**src/design/rtcrf_pkg.sv**
```systemverilog
package rtcrf_pkg;

	localparam int REGISTER_COUNT_DEF = 18;
	localparam logic [6:0] DEVICE_ADDRESS_RST = 7'h68;
	localparam logic [7:0] PM_FLAG = 8'h20;
	localparam logic [3:0] REG_ADDR_DEVICE = 4'd0;

	typedef enum logic [1:0] {
		KIND_EMPTY   = 2'd0,
		KIND_POINTER = 2'd1,
		KIND_WRITE   = 2'd2,
		KIND_READ    = 2'd3
	} kind_t;

	typedef struct packed {
		kind_t       kind;
		logic        starts_transaction;
		logic [6:0]  dev_addr;
		logic [7:0]  write_byte;
		logic [5:0]  clock_minute;
		logic [4:0]  clock_hour;
	} item_t;

	typedef struct packed {
		logic [7:0] read_data;
		logic       addr_error;
	} result_t;

endpackage

```
**src/design/rtcrf_time_enc.sv**
```systemverilog
module rtcrf_time_enc (
	input  logic [5:0] clock_minute,
	input  logic [4:0] clock_hour,
	output logic [7:0] minute_bcd,
	output logic [7:0] hour_bcd
);

	logic [3:0] min_tens;
	logic [5:0] min_ones;
	logic [4:0] hour_mod;
	logic [3:0] hour_12;
	logic       pm;

	// minute tens by range compare, ones by subtract
	always_comb begin
		if (clock_minute >= 6'd60) begin
			min_tens = 4'd6;
			min_ones = clock_minute - 6'd60;
		end else if (clock_minute >= 6'd50) begin
			min_tens = 4'd5;
			min_ones = clock_minute - 6'd50;
		end else if (clock_minute >= 6'd40) begin
			min_tens = 4'd4;
			min_ones = clock_minute - 6'd40;
		end else if (clock_minute >= 6'd30) begin
			min_tens = 4'd3;
			min_ones = clock_minute - 6'd30;
		end else if (clock_minute >= 6'd20) begin
			min_tens = 4'd2;
			min_ones = clock_minute - 6'd20;
		end else if (clock_minute >= 6'd10) begin
			min_tens = 4'd1;
			min_ones = clock_minute - 6'd10;
		end else begin
			min_tens = 4'd0;
			min_ones = clock_minute;
		end
	end

	assign minute_bcd = {min_tens, min_ones[3:0]};

	// 12-hour form, hours past 23 count as pm
	always_comb begin
		pm = (clock_hour >= 5'd12);
		if (clock_hour >= 5'd24) begin
			hour_mod = clock_hour - 5'd24;
		end else if (clock_hour >= 5'd12) begin
			hour_mod = clock_hour - 5'd12;
		end else begin
			hour_mod = clock_hour;
		end
		hour_12 = (hour_mod == 5'd0) ? 4'd12 : hour_mod[3:0];
		if (hour_12 >= 4'd10) begin
			hour_bcd = {4'd1, hour_12 - 4'd10};
		end else begin
			hour_bcd = {4'd0, hour_12};
		end
		if (pm) begin
			hour_bcd = hour_bcd | rtcrf_pkg::PM_FLAG;
		end
	end

endmodule

```
**src/design/rtcrf_core.sv**
```systemverilog
module rtcrf_core #(
	parameter int REGISTER_COUNT = rtcrf_pkg::REGISTER_COUNT_DEF
) (
	input  logic               clk,
	input  logic               arst_n,
	input  logic               step,
	input  rtcrf_pkg::item_t   item,
	input  logic [6:0]         device_address,
	output rtcrf_pkg::result_t result
);

	localparam int IDX_W = $clog2(REGISTER_COUNT);
	localparam logic [8:0] COUNT_9 = 9'(REGISTER_COUNT);

	logic [7:0] file_q [REGISTER_COUNT];
	logic [7:0] pointer_q;

	logic [7:0] minute_bcd;
	logic [7:0] hour_bcd;
	logic       match;
	logic       in_range;
	logic [8:0] ptr_inc;
	logic       wraps;
	logic       refresh;
	logic       wr_en;
	logic [7:0] pointer_d;
	logic [7:0] file_rd;

	rtcrf_time_enc u_time_enc (
		.clock_minute (item.clock_minute),
		.clock_hour   (item.clock_hour),
		.minute_bcd   (minute_bcd),
		.hour_bcd     (hour_bcd)
	);

	assign match    = (item.dev_addr == device_address);
	assign in_range = ({1'b0, pointer_q} < COUNT_9);
	assign ptr_inc  = {1'b0, pointer_q} + 9'd1;
	assign wraps    = (ptr_inc >= COUNT_9);
	assign file_rd  = file_q[pointer_q[IDX_W-1:0]];

	always_comb begin
		refresh   = 1'b0;
		wr_en     = 1'b0;
		pointer_d = pointer_q;
		result.read_data  = 8'd0;
		result.addr_error = !match;
		if (match) begin
			case (item.kind)
				rtcrf_pkg::KIND_EMPTY: begin
					refresh = 1'b1;
				end
				rtcrf_pkg::KIND_POINTER: begin
					refresh   = 1'b1;
					pointer_d = item.write_byte;
				end
				rtcrf_pkg::KIND_WRITE: begin
					wr_en     = in_range;
					refresh   = wraps;
					pointer_d = wraps ? 8'd0 : ptr_inc[7:0];
				end
				default: begin
					// read sees a refresh done at transaction start
					if (in_range) begin
						if (item.starts_transaction && pointer_q == 8'd1) begin
							result.read_data = minute_bcd;
						end else if (item.starts_transaction && pointer_q == 8'd2) begin
							result.read_data = hour_bcd;
						end else begin
							result.read_data = file_rd;
						end
					end
					refresh   = wraps || item.starts_transaction;
					pointer_d = wraps ? 8'd0 : ptr_inc[7:0];
				end
			endcase
		end
	end

	always_ff @(posedge clk or negedge arst_n) begin
		if (!arst_n) begin
			pointer_q <= 8'd0;
			for (int i = 0; i < REGISTER_COUNT; i++) begin
				file_q[i] <= 8'd0;
			end
		end else if (step) begin
			pointer_q <= pointer_d;
			for (int i = 0; i < REGISTER_COUNT; i++) begin
				if (refresh && i == 1) begin
					file_q[i] <= minute_bcd;
				end else if (refresh && i == 2) begin
					file_q[i] <= hour_bcd;
				end else if (wr_en && pointer_q[IDX_W-1:0] == IDX_W'(i)) begin
					file_q[i] <= item.write_byte;
				end
			end
		end
	end

endmodule

```
**src/design/rtc_register_file_slave.sv**
```systemverilog
// rtc register file slave: one bus byte per transfer, one result per byte
// path: a byte is held in the input register, then passes the core into the result register; out_stall can hold it
// throughput: one byte per cycle while out_stall is low; the register file and pointer update in one pass
// reset: asynchronous arst_n clears the register file and pointer to zero and
// loads the device address 0x68; no clearing pass, a byte may follow reset at once
module rtc_register_file_slave #(
	parameter int REGISTER_COUNT = rtcrf_pkg::REGISTER_COUNT_DEF
) (
	input  logic        clk,
	input  logic        arst_n,
	// input byte channel
	input  logic        in_valid,
	output logic        in_stall,
	input  logic [1:0]  kind,
	input  logic        starts_transaction,
	input  logic [6:0]  dev_addr,
	input  logic [7:0]  write_byte,
	input  logic [5:0]  clock_minute,
	input  logic [4:0]  clock_hour,
	// result channel
	output logic        out_valid,
	input  logic        out_stall,
	output logic [7:0]  read_data,
	output logic        addr_error,
	// configuration port
	input  logic        psel,
	input  logic        penable,
	input  logic        pwrite,
	input  logic [2:0]  paddr,
	input  logic [31:0] pwdata,
	output logic [31:0] prdata,
	output logic        pready
);

	logic               valid_s1;
	rtcrf_pkg::item_t   item_s1;
	logic               out_valid_q;
	logic [7:0]         read_data_q;
	logic               addr_error_q;
	logic [6:0]         device_address_q;
	logic               step;
	logic               load;
	logic               dev_reg_sel;
	rtcrf_pkg::result_t result;

	// register index from the word address
	assign dev_reg_sel = ({1'b0, paddr[2]} == rtcrf_pkg::REG_ADDR_DEVICE[1:0]);

	// apb: no wait states, single device address register
	assign pready = 1'b1;
	assign prdata = dev_reg_sel ? {25'd0, device_address_q} : 32'd0;

	always_ff @(posedge clk or negedge arst_n) begin
		if (!arst_n) begin
			device_address_q <= rtcrf_pkg::DEVICE_ADDRESS_RST;
		end else if (psel && penable && pwrite && pready && dev_reg_sel) begin
			device_address_q <= pwdata[6:0];
		end
	end

	// the held byte is processed when the result register is free or draining
	assign step     = valid_s1 && (!out_valid_q || !out_stall);
	assign in_stall = valid_s1 && !step;
	assign load     = in_valid && !in_stall;

	// input register
	always_ff @(posedge clk or negedge arst_n) begin
		if (!arst_n) begin
			valid_s1 <= 1'b0;
		end else if (load) begin
			valid_s1 <= 1'b1;
		end else if (step) begin
			valid_s1 <= 1'b0;
		end
	end

	always_ff @(posedge clk) begin
		if (load) begin
			item_s1.kind               <= rtcrf_pkg::kind_t'(kind);
			item_s1.starts_transaction <= starts_transaction;
			item_s1.dev_addr           <= dev_addr;
			item_s1.write_byte         <= write_byte;
			item_s1.clock_minute       <= clock_minute;
			item_s1.clock_hour         <= clock_hour;
		end
	end

	// register file, pointer and time encoding
	rtcrf_core #(
		.REGISTER_COUNT (REGISTER_COUNT)
	) u_core (
		.clk            (clk),
		.arst_n         (arst_n),
		.step           (step),
		.item           (item_s1),
		.device_address (device_address_q),
		.result         (result)
	);

	// result register, holds until the transfer completes
	always_ff @(posedge clk or negedge arst_n) begin
		if (!arst_n) begin
			out_valid_q <= 1'b0;
		end else if (step) begin
			out_valid_q <= 1'b1;
		end else if (!out_stall) begin
			out_valid_q <= 1'b0;
		end
	end

	always_ff @(posedge clk) begin
		if (step) begin
			read_data_q  <= result.read_data;
			addr_error_q <= result.addr_error;
		end
	end

	assign out_valid  = out_valid_q;
	assign read_data  = read_data_q;
	assign addr_error = addr_error_q;

endmodule

```
**config.mk**
```make
export PLATFORM = sky130hd
export DESIGN_NAME = rtc_register_file_slave
export DESIGN_NICKNAME = d
export VERILOG_FILES = /design/src/design/rtcrf_pkg.sv /design/src/design/rtcrf_time_enc.sv /design/src/design/rtcrf_core.sv /design/src/design/rtc_register_file_slave.sv
export SDC_FILE = /design/constraint.sdc
export NUM_CORES = 1
export LEC_CHECK = 0
export BUFFER_PORTS_ARGS = -buffer_cell sky130_fd_sc_hd__buf_2
export CAP_MARGIN = 20
export CORE_AREA = 2 2 143 145
export DETAILED_ROUTE_END_ITERATION = 8
export DIE_AREA = 0 0 145 147
export HOLD_SLACK_MARGIN = 0.06
export PLACE_DENSITY = 0.71
export SYNTH_ARGS = -nofsm -noshare
export SYNTH_HDL_FRONTEND = slang
export SYNTH_SLANG_ARGS = --single-unit
```
**constraint.sdc**
```tcl
create_clock -name clk -period 8.55 [get_ports clk]
set_input_delay 0.855 -clock clk [delete_from_list [all_inputs] [get_ports clk]]
set_output_delay 0.855 -clock clk [all_outputs]
set_load 0.05 [all_outputs]
```
; Yosys cells after proc, flatten, opt, wreduce, memory -nomap -nowiden
; Cells that the tools add are included.
[word_totals]
regBits = 199
latch_bits = 0
ramBits = 0
mem_bits_ro = 0
in_bits = 71
output_inout_bits = 44
elab_cells = 177
mem_count = 0
[op_classes]
add_sub_neg = 10
mul = 0
div = 0
order_cmp = 12
n_eq_ne = 23
shift = 0
mux = 37
n_bitwise = 5
reduce_logical = 60
[ops]
columns = operator, n
row1 = 2-to-1 mux 8 bit, 9
row2 = binary-select mux 8 bit (select 5 bit), 1
row3 = equality test 5 x 4 -> 1 bit (second input constant), 8
row4 = AND reduction 2 bit, 18
row5 = 2-to-1 mux 4 bit, 8
row6 = logical AND 1 bit, 26
row7 = greater-or-equal comparator 6 bit (second input constant), 4
row8 = equality test 5 x 3 -> 1 bit (second input constant), 4
row9 = subtractor 4 bit (second input constant), 5
row10 = case mux 8 bit (2 select lines), 1
row11 = 2-to-1 mux 5 bit, 3
row12 = greater-or-equal comparator 6 x 5 -> 1 bit (second input constant), 2
row13 = equality test 5 x 2 -> 1 bit (second input constant), 2
row14 = equality test 5 bit (second input constant), 2
row15 = zero test 5 bit, 2
row16 = adder 8 x 1 -> 9 bit (second input constant), 1
row17 = greater-or-equal comparator 9 x 5 -> 1 bit (second input constant), 1
row18 = equality test 8 x 1 -> 1 bit (second input constant), 1
row19 = equality test 8 x 2 -> 1 bit (second input constant), 1
row20 = less-than comparator 8 x 5 -> 1 bit (second input constant), 1
row21 = 2-to-1 mux 1 bit, 8
row22 = equality test 7 bit, 1
row23 = 2-to-1 mux 7 bit, 1
row24 = greater-or-equal comparator 6 x 4 -> 1 bit (second input constant), 1
row25 = 24 further kinds, 36

; Longest topological paths before layout
[depth]
word_depth = 10
depth_mapped = 13
mapped_depth_nobuf = 10

; Modules after synthesis
; From an unflattened synthesis, not the netlist that was laid out.
[hier_totals]
cells_unflattened = 773
hier_area_um2 = 10318.6
[by_module_without_submodules]
columns = module, instances, cells_each, area_each_um2, seq_area_each_um2
row1 = rtcrf_core, 1, 572, 7738.7, 3803.6
row2 = rtc_register_file_slave, 1, 96, 1773.0, 1370.1
row3 = rtcrf_time_enc, 1, 105, 807.0, 0.0

; Worst setup path before layout
; No wires, ideal clock.
[synth_path]
path_kind = reg-to-reg
startpoint = register u_core.pointer_q[0]
endpoint = register u_core.file_q[123] in the netlist's numbering
setup_ps = 125
t_arrival_ps = 3278
required_time_ps = 8425
slack_ps = 5148
path_stages_with_launch = 12
path_buffers = 4
path_cell_list = dfrtp_1 > buf_2 > buf_2 > clkbuf_1 > inv_1 > ha_1 > a222oi_1 > nand3_1 > nand2_1 > buf_2 > mux2_2 > mux2_2
[synth_via]
elab_chain_cells = 7
elab_cells_between_ends = 13
classes_between = 1 x add/sub / 2 x order compare / 1 x eq/ne / 5 x mux / 4 x reduce/logical
[synth_rtl]
columns = element, line
row1 = "start, declared", rtcrf_core.sv:16  ; logic [7:0] pointer_q;
row2 = "start signal, assigned", rtcrf_core.sv:87  ; pointer_q <= pointer_d;
row3 = adder 8 x 1 -> 9 bit, rtcrf_core.sv:38  ; assign ptr_inc = {1'b0, pointer_q} + 9'd1;
row4 = greater-or-equal comparator 9 x 5 -> 1 bit, rtcrf_core.sv:39  ; assign wraps = (ptr_inc >= COUNT_9);
row5 = logical OR 1 bit, rtcrf_core.sv:73  ; refresh = wraps || item.starts_transaction;
row6 = case mux 1 bit (2 select lines), rtcrf_core.sv:49  ; case (item.kind)
row7 = 2-to-1 mux 1 bit, rtcrf_core.sv:48  ; if (match) begin
row8 = nonzero test 2 bit (no source line), --
row9 = AND reduction 2 bit (no source line), --
row10 = "end signal, assigned by index", rtcrf_core.sv:90  ; file_q[i] <= minute_bcd;
row11 = "end signal, assigned by index", rtcrf_core.sv:92  ; file_q[i] <= hour_bcd;
row12 = "end signal, assigned by index", rtcrf_core.sv:94  ; file_q[i] <= item.write_byte;
row13 = "end, declared", rtcrf_core.sv:15  ; logic [7:0] file_q [REGISTER_COUNT];
; Parallel ways exist; a longest one is shown, timed or not.
; A chain may end at the register's enable or synchronous reset.

; Worst setup path in the final report
[layout_path]
startpoint = register u_core.pointer_q[1]
endpoint = register u_core.file_q[133] in the netlist's numbering
; The elaborated chain is that of the path after synthesis.

==> summary.md <==
| Metric | Value |
|---|---|
| Fmax | `about 0.25 GHz` |
| Startpoint types | `flip-flop` |
| Total gr overflow | `0` |
| Root Buffer | `clkbuf_16` |
| Post-Syn Instances | `between 700 and 800` |
| H-tree depth | `4` |
| Fin crit period | `slightly below 4000 ps` |
| Final Cell Area | `11160 um2` |
| CP max FO | `43` |
| Top cell type's share of synthesized area | `between 30% and 40%` |
| Gp weighted congestion | `about 0.83` |
| CTS Hold Bufs | `0` |
| Switch share | `between 20 and 30%` |
| PortBufs | `61` |
| Synthesis-stage register bit count | `199` |
| Crit Path Class | `reg2reg` |
| CP peak stage delay | `approximately 600 ps` |
| Via-per-instance ratio | `5.709` |
| Predominant post-synthesis flop cell | `dfrtp_1` |
| Combinational group share of total power | `around 18%` |
| I/O pins | `approximately 120` |
| CTS buffer count | `17` |
| Switching Power | `~0.67 mW` |
| Int Power | `roughly 1.6 mW` |
| # resized after CTS | `0` |
| Setup TNS Final | `0 ps` |
| Chip width | `between 100 and 150 um` |
| WP data required | `between 8000 and 9000 ps` |
| Worst R2R Path Depth | `11` |
| Worst rel slew slack | `30.10%` |
| Power per Cell Area | `about 210 nW/um2` |
| Vias in the first global route | `6489` |
| Count leader, synth | `dfrtp_1` |
| Worst path depth | `11` |
| Core Area | `19840 um2` |
| First-pass GRT wire length | `around 35000 um` |
| All-Layer GR Usage | `around a fifth` |
| Syn-to-layout area delta | `10.00%` |
| Async S/R FF share, synth | `between 80% and 90%` |
| Final period utilization | `between 40% and 50%` |
| First DRT Iteration DRCs | `around 540` |
| DRC viols | `0` |
| CP cell instances | `buf_4 -> ha_1 -> and3_1 -> ha_1 -> nand4b_1 -> a2bb2oi_1 -> a222oi_1 -> nand3_1 -> nand2_1 -> mux2_2 -> mux2_2` |
| TritonCTS clock tree | `built` |
| Final clock skew | `between 10 and 15 ps` |
| Library cells used by synthesis | `68` |
| Post-synth EDFFs | `38` |
| Detail Placement HPWL | `between 10000 and 15000 um` |
| Reg2reg setup slack | `around 4600 ps` |
| Worst r2r dst | `u_core.file_q[133]` |
| Endpoint class of the critical path | `flip-flop` |
| RSZ-0062 raised after global routing | `false` |
| DIE AREA | `21320 um2` |
| R2r startpoint | `u_core.pointer_q[1]` |
| CP endpoint | `u_core.file_q[133]` |
| Final setup vio count | `0` |
| Final Util | `a little under three fifths` |
| Pin count of the biggest net entering global routing | `85` |
| Library cell with the largest summed area after synthesis | `dfrtp_1` |
| Most common library cells after synthesis | `158 x dfrtp_1, 143 x mux2_2, 58 x nand2_1, 38 x edfxtp_1` |
| CTS sink count | `just under 200` |
| Final hold viol count | `0` |
| Synth top area cells | `dfrtp_1 39%, mux2_2 16%, edfxtp_1 11%, mux4_2 8.2%, ha_1 2.5%` |
| Slowest CP cell | `nand2_1` |
| Syn Area/Cell | `12.78 um2` |
| 1st-pass router iterations | `6` |
| Ys Warns | `0` |
| Wire per inst | `~19 um` |
| Register area share after synthesis | `slightly above 50%` |
| Seq pwr share | `between 40% and 50%` |
| Worst min-delay path class | `in2async` |
| Worst Path Buf+Inv | `1` |
| VDD IR-drop max | `roughly 0.13 mV` |
| Clock slew at reported path FFs | `~70 ps` |
| Starting Density | `between 50% and 60%` |
| Max Slew Vio Count | `0` |
| Static leakage | `slightly above 5 nW` |
| Post-route setup slack | `4600 ps` |
| Post-CTS Setup Inserts | `0` |
| Max-Cap Viols | `0` |
| WL final | `about 21000 um` |
| Bufs on Longest Clock Path | `2` |
| Status | `complete, no violations` |
| Via count | `6360` |
| Final ANT Viol Nets | `0` |
| Mapped Area | `roughly 10000 um2` |
| Area of placed instances | `between 10000 and 15000 um2` |
| WP data arrival | `roughly 4300 ps` |
| Initial antenna violation count | `0` |
| Die span in y | `between 100 and 150 um` |
| Post-placement setup slack | `4627 ps` |
| Clock power frac | `36.1%` |
| Worst-Skew Late Latency | `440 ps` |
| Crit path from | `u_core.pointer_q[1]` |
| # rows | `52` |
| Design Power | `2.310 mW` |
| Slew @ Worst Pin | `roughly 1000 ps` |
| Ant. Diodes | `0` |
| NumNets Final | `922` |
| Crit path max-delay family | `simple AND/OR/NAND/NOR gates` |
| Layout cell share with drive strength beyond 1 | `33.89%` |
## cell type report
type | instances | area, um2
fillers | 1637 | 8682
repair buffers | 65 | 341.6
clock buffers | 19 | 432.9
well taps | 270 | 337.8
clock inverters | 13 | 182.7
inverters | 19 | 71.32
multi-input cells | 529 | 4621
flip-flops and latches | 199 | 5175
## power by group through the flow
stage                     combinational, mW  sequential (mW)  clock (mW)
final                                 0.404             1.07       0.834
after global routing                  0.435             1.08       0.895
after CTS                             0.404             1.07       0.850
after detailed placement              0.403             1.09           0
after global placement                0.400             1.09           0
after floorplan                       0.315             1.07           0
## flip-flops by register name, summed over array words and instances, names as in the netlist
register	flops
addr_error	1
item_s1	29
read_data	8
device_address_q	7
u_core.file_q	144
out_valid	1
valid_s1	1
u_core.pointer_q	8
## cell families after synthesis
| logic type | after synthesis | synth area share [%] |
|---|---|---|
| buffers and inverters | 90 | 4.365 |
| AND/OR/NAND/NOR | 177 | 9.026 |
| adder cells (fa/ha/maj) | 20 | 2.466 |
| XOR/XNOR | 11 | 0.9494 |
| other | 2 | 0.07401 |
| AO/OA/AOI/OAI | 99 | 6.424 |
| flip-flops | 199 | 50.99 |
| multiplexers | 196 | 25.71 |
## cell usage in the layout, fill, tap and decap left out, drive strengths merged, types with 6 or more instances in the layout
| master | count |
|---|---|
| a21oi | 19 |
| and3 | 9 |
| buf | 65 |
| clkbuf | 19 |
| conb | 26 |
| dfrtp | 158 |
| edfxtp | 38 |
| ha | 20 |
| inv | 26 |
| mux2 | 144 |
| mux2i | 15 |
| mux4 | 37 |
| nand2 | 58 |
| nand2b | 7 |
| nand3 | 17 |
| nor2 | 26 |
| nor2b | 10 |
| nor3 | 12 |
| nor3b | 6 |
| o21ai | 34 |
| xor2 | 7 |
## through the flow
step           instances  hold WS [ps]
6_report            1114         471.2
5_1_grt             1114         512.4
4_1_cts             1114         485.2
3_5_place_dp        1082         468.8
3_3_place_gp        1082         459.5
2_1_floorplan        818         444.6
## how the worst min path moves through the flow
| stage | slack, ps | endpoint | start |
|---|---|---|---|
| floorplan | 440 | u_core.file_q[57] | u_core.file_q[57] |
| global placement | 460 | u_core.file_q[57] | u_core.file_q[57] |
| detailed placement | 470 | u_core.file_q[57] | u_core.file_q[57] |
| CTS | 490 | u_core.file_q[105] | u_core.file_q[105] |
| global route | 510 | out_valid | valid_s1 |
| finish | 470 | device_address_q[0] | arst_n |
## per-layer routing
metal / share of wire, % / wire [um] / GRT usage, % / vias to the layer above
met4: 2.0 / 431 / 7.822 / 0
met3: 5.4 / 1154 / 3.851 / 26
met1: 46 / 9783 / 29.82 / 3164
met5: 0 / 0 / 0 / -
li1: - / - / - / 2940
met2: 47 / 10020 / 33.62 / 230
(Power assumes the default switching activity.)
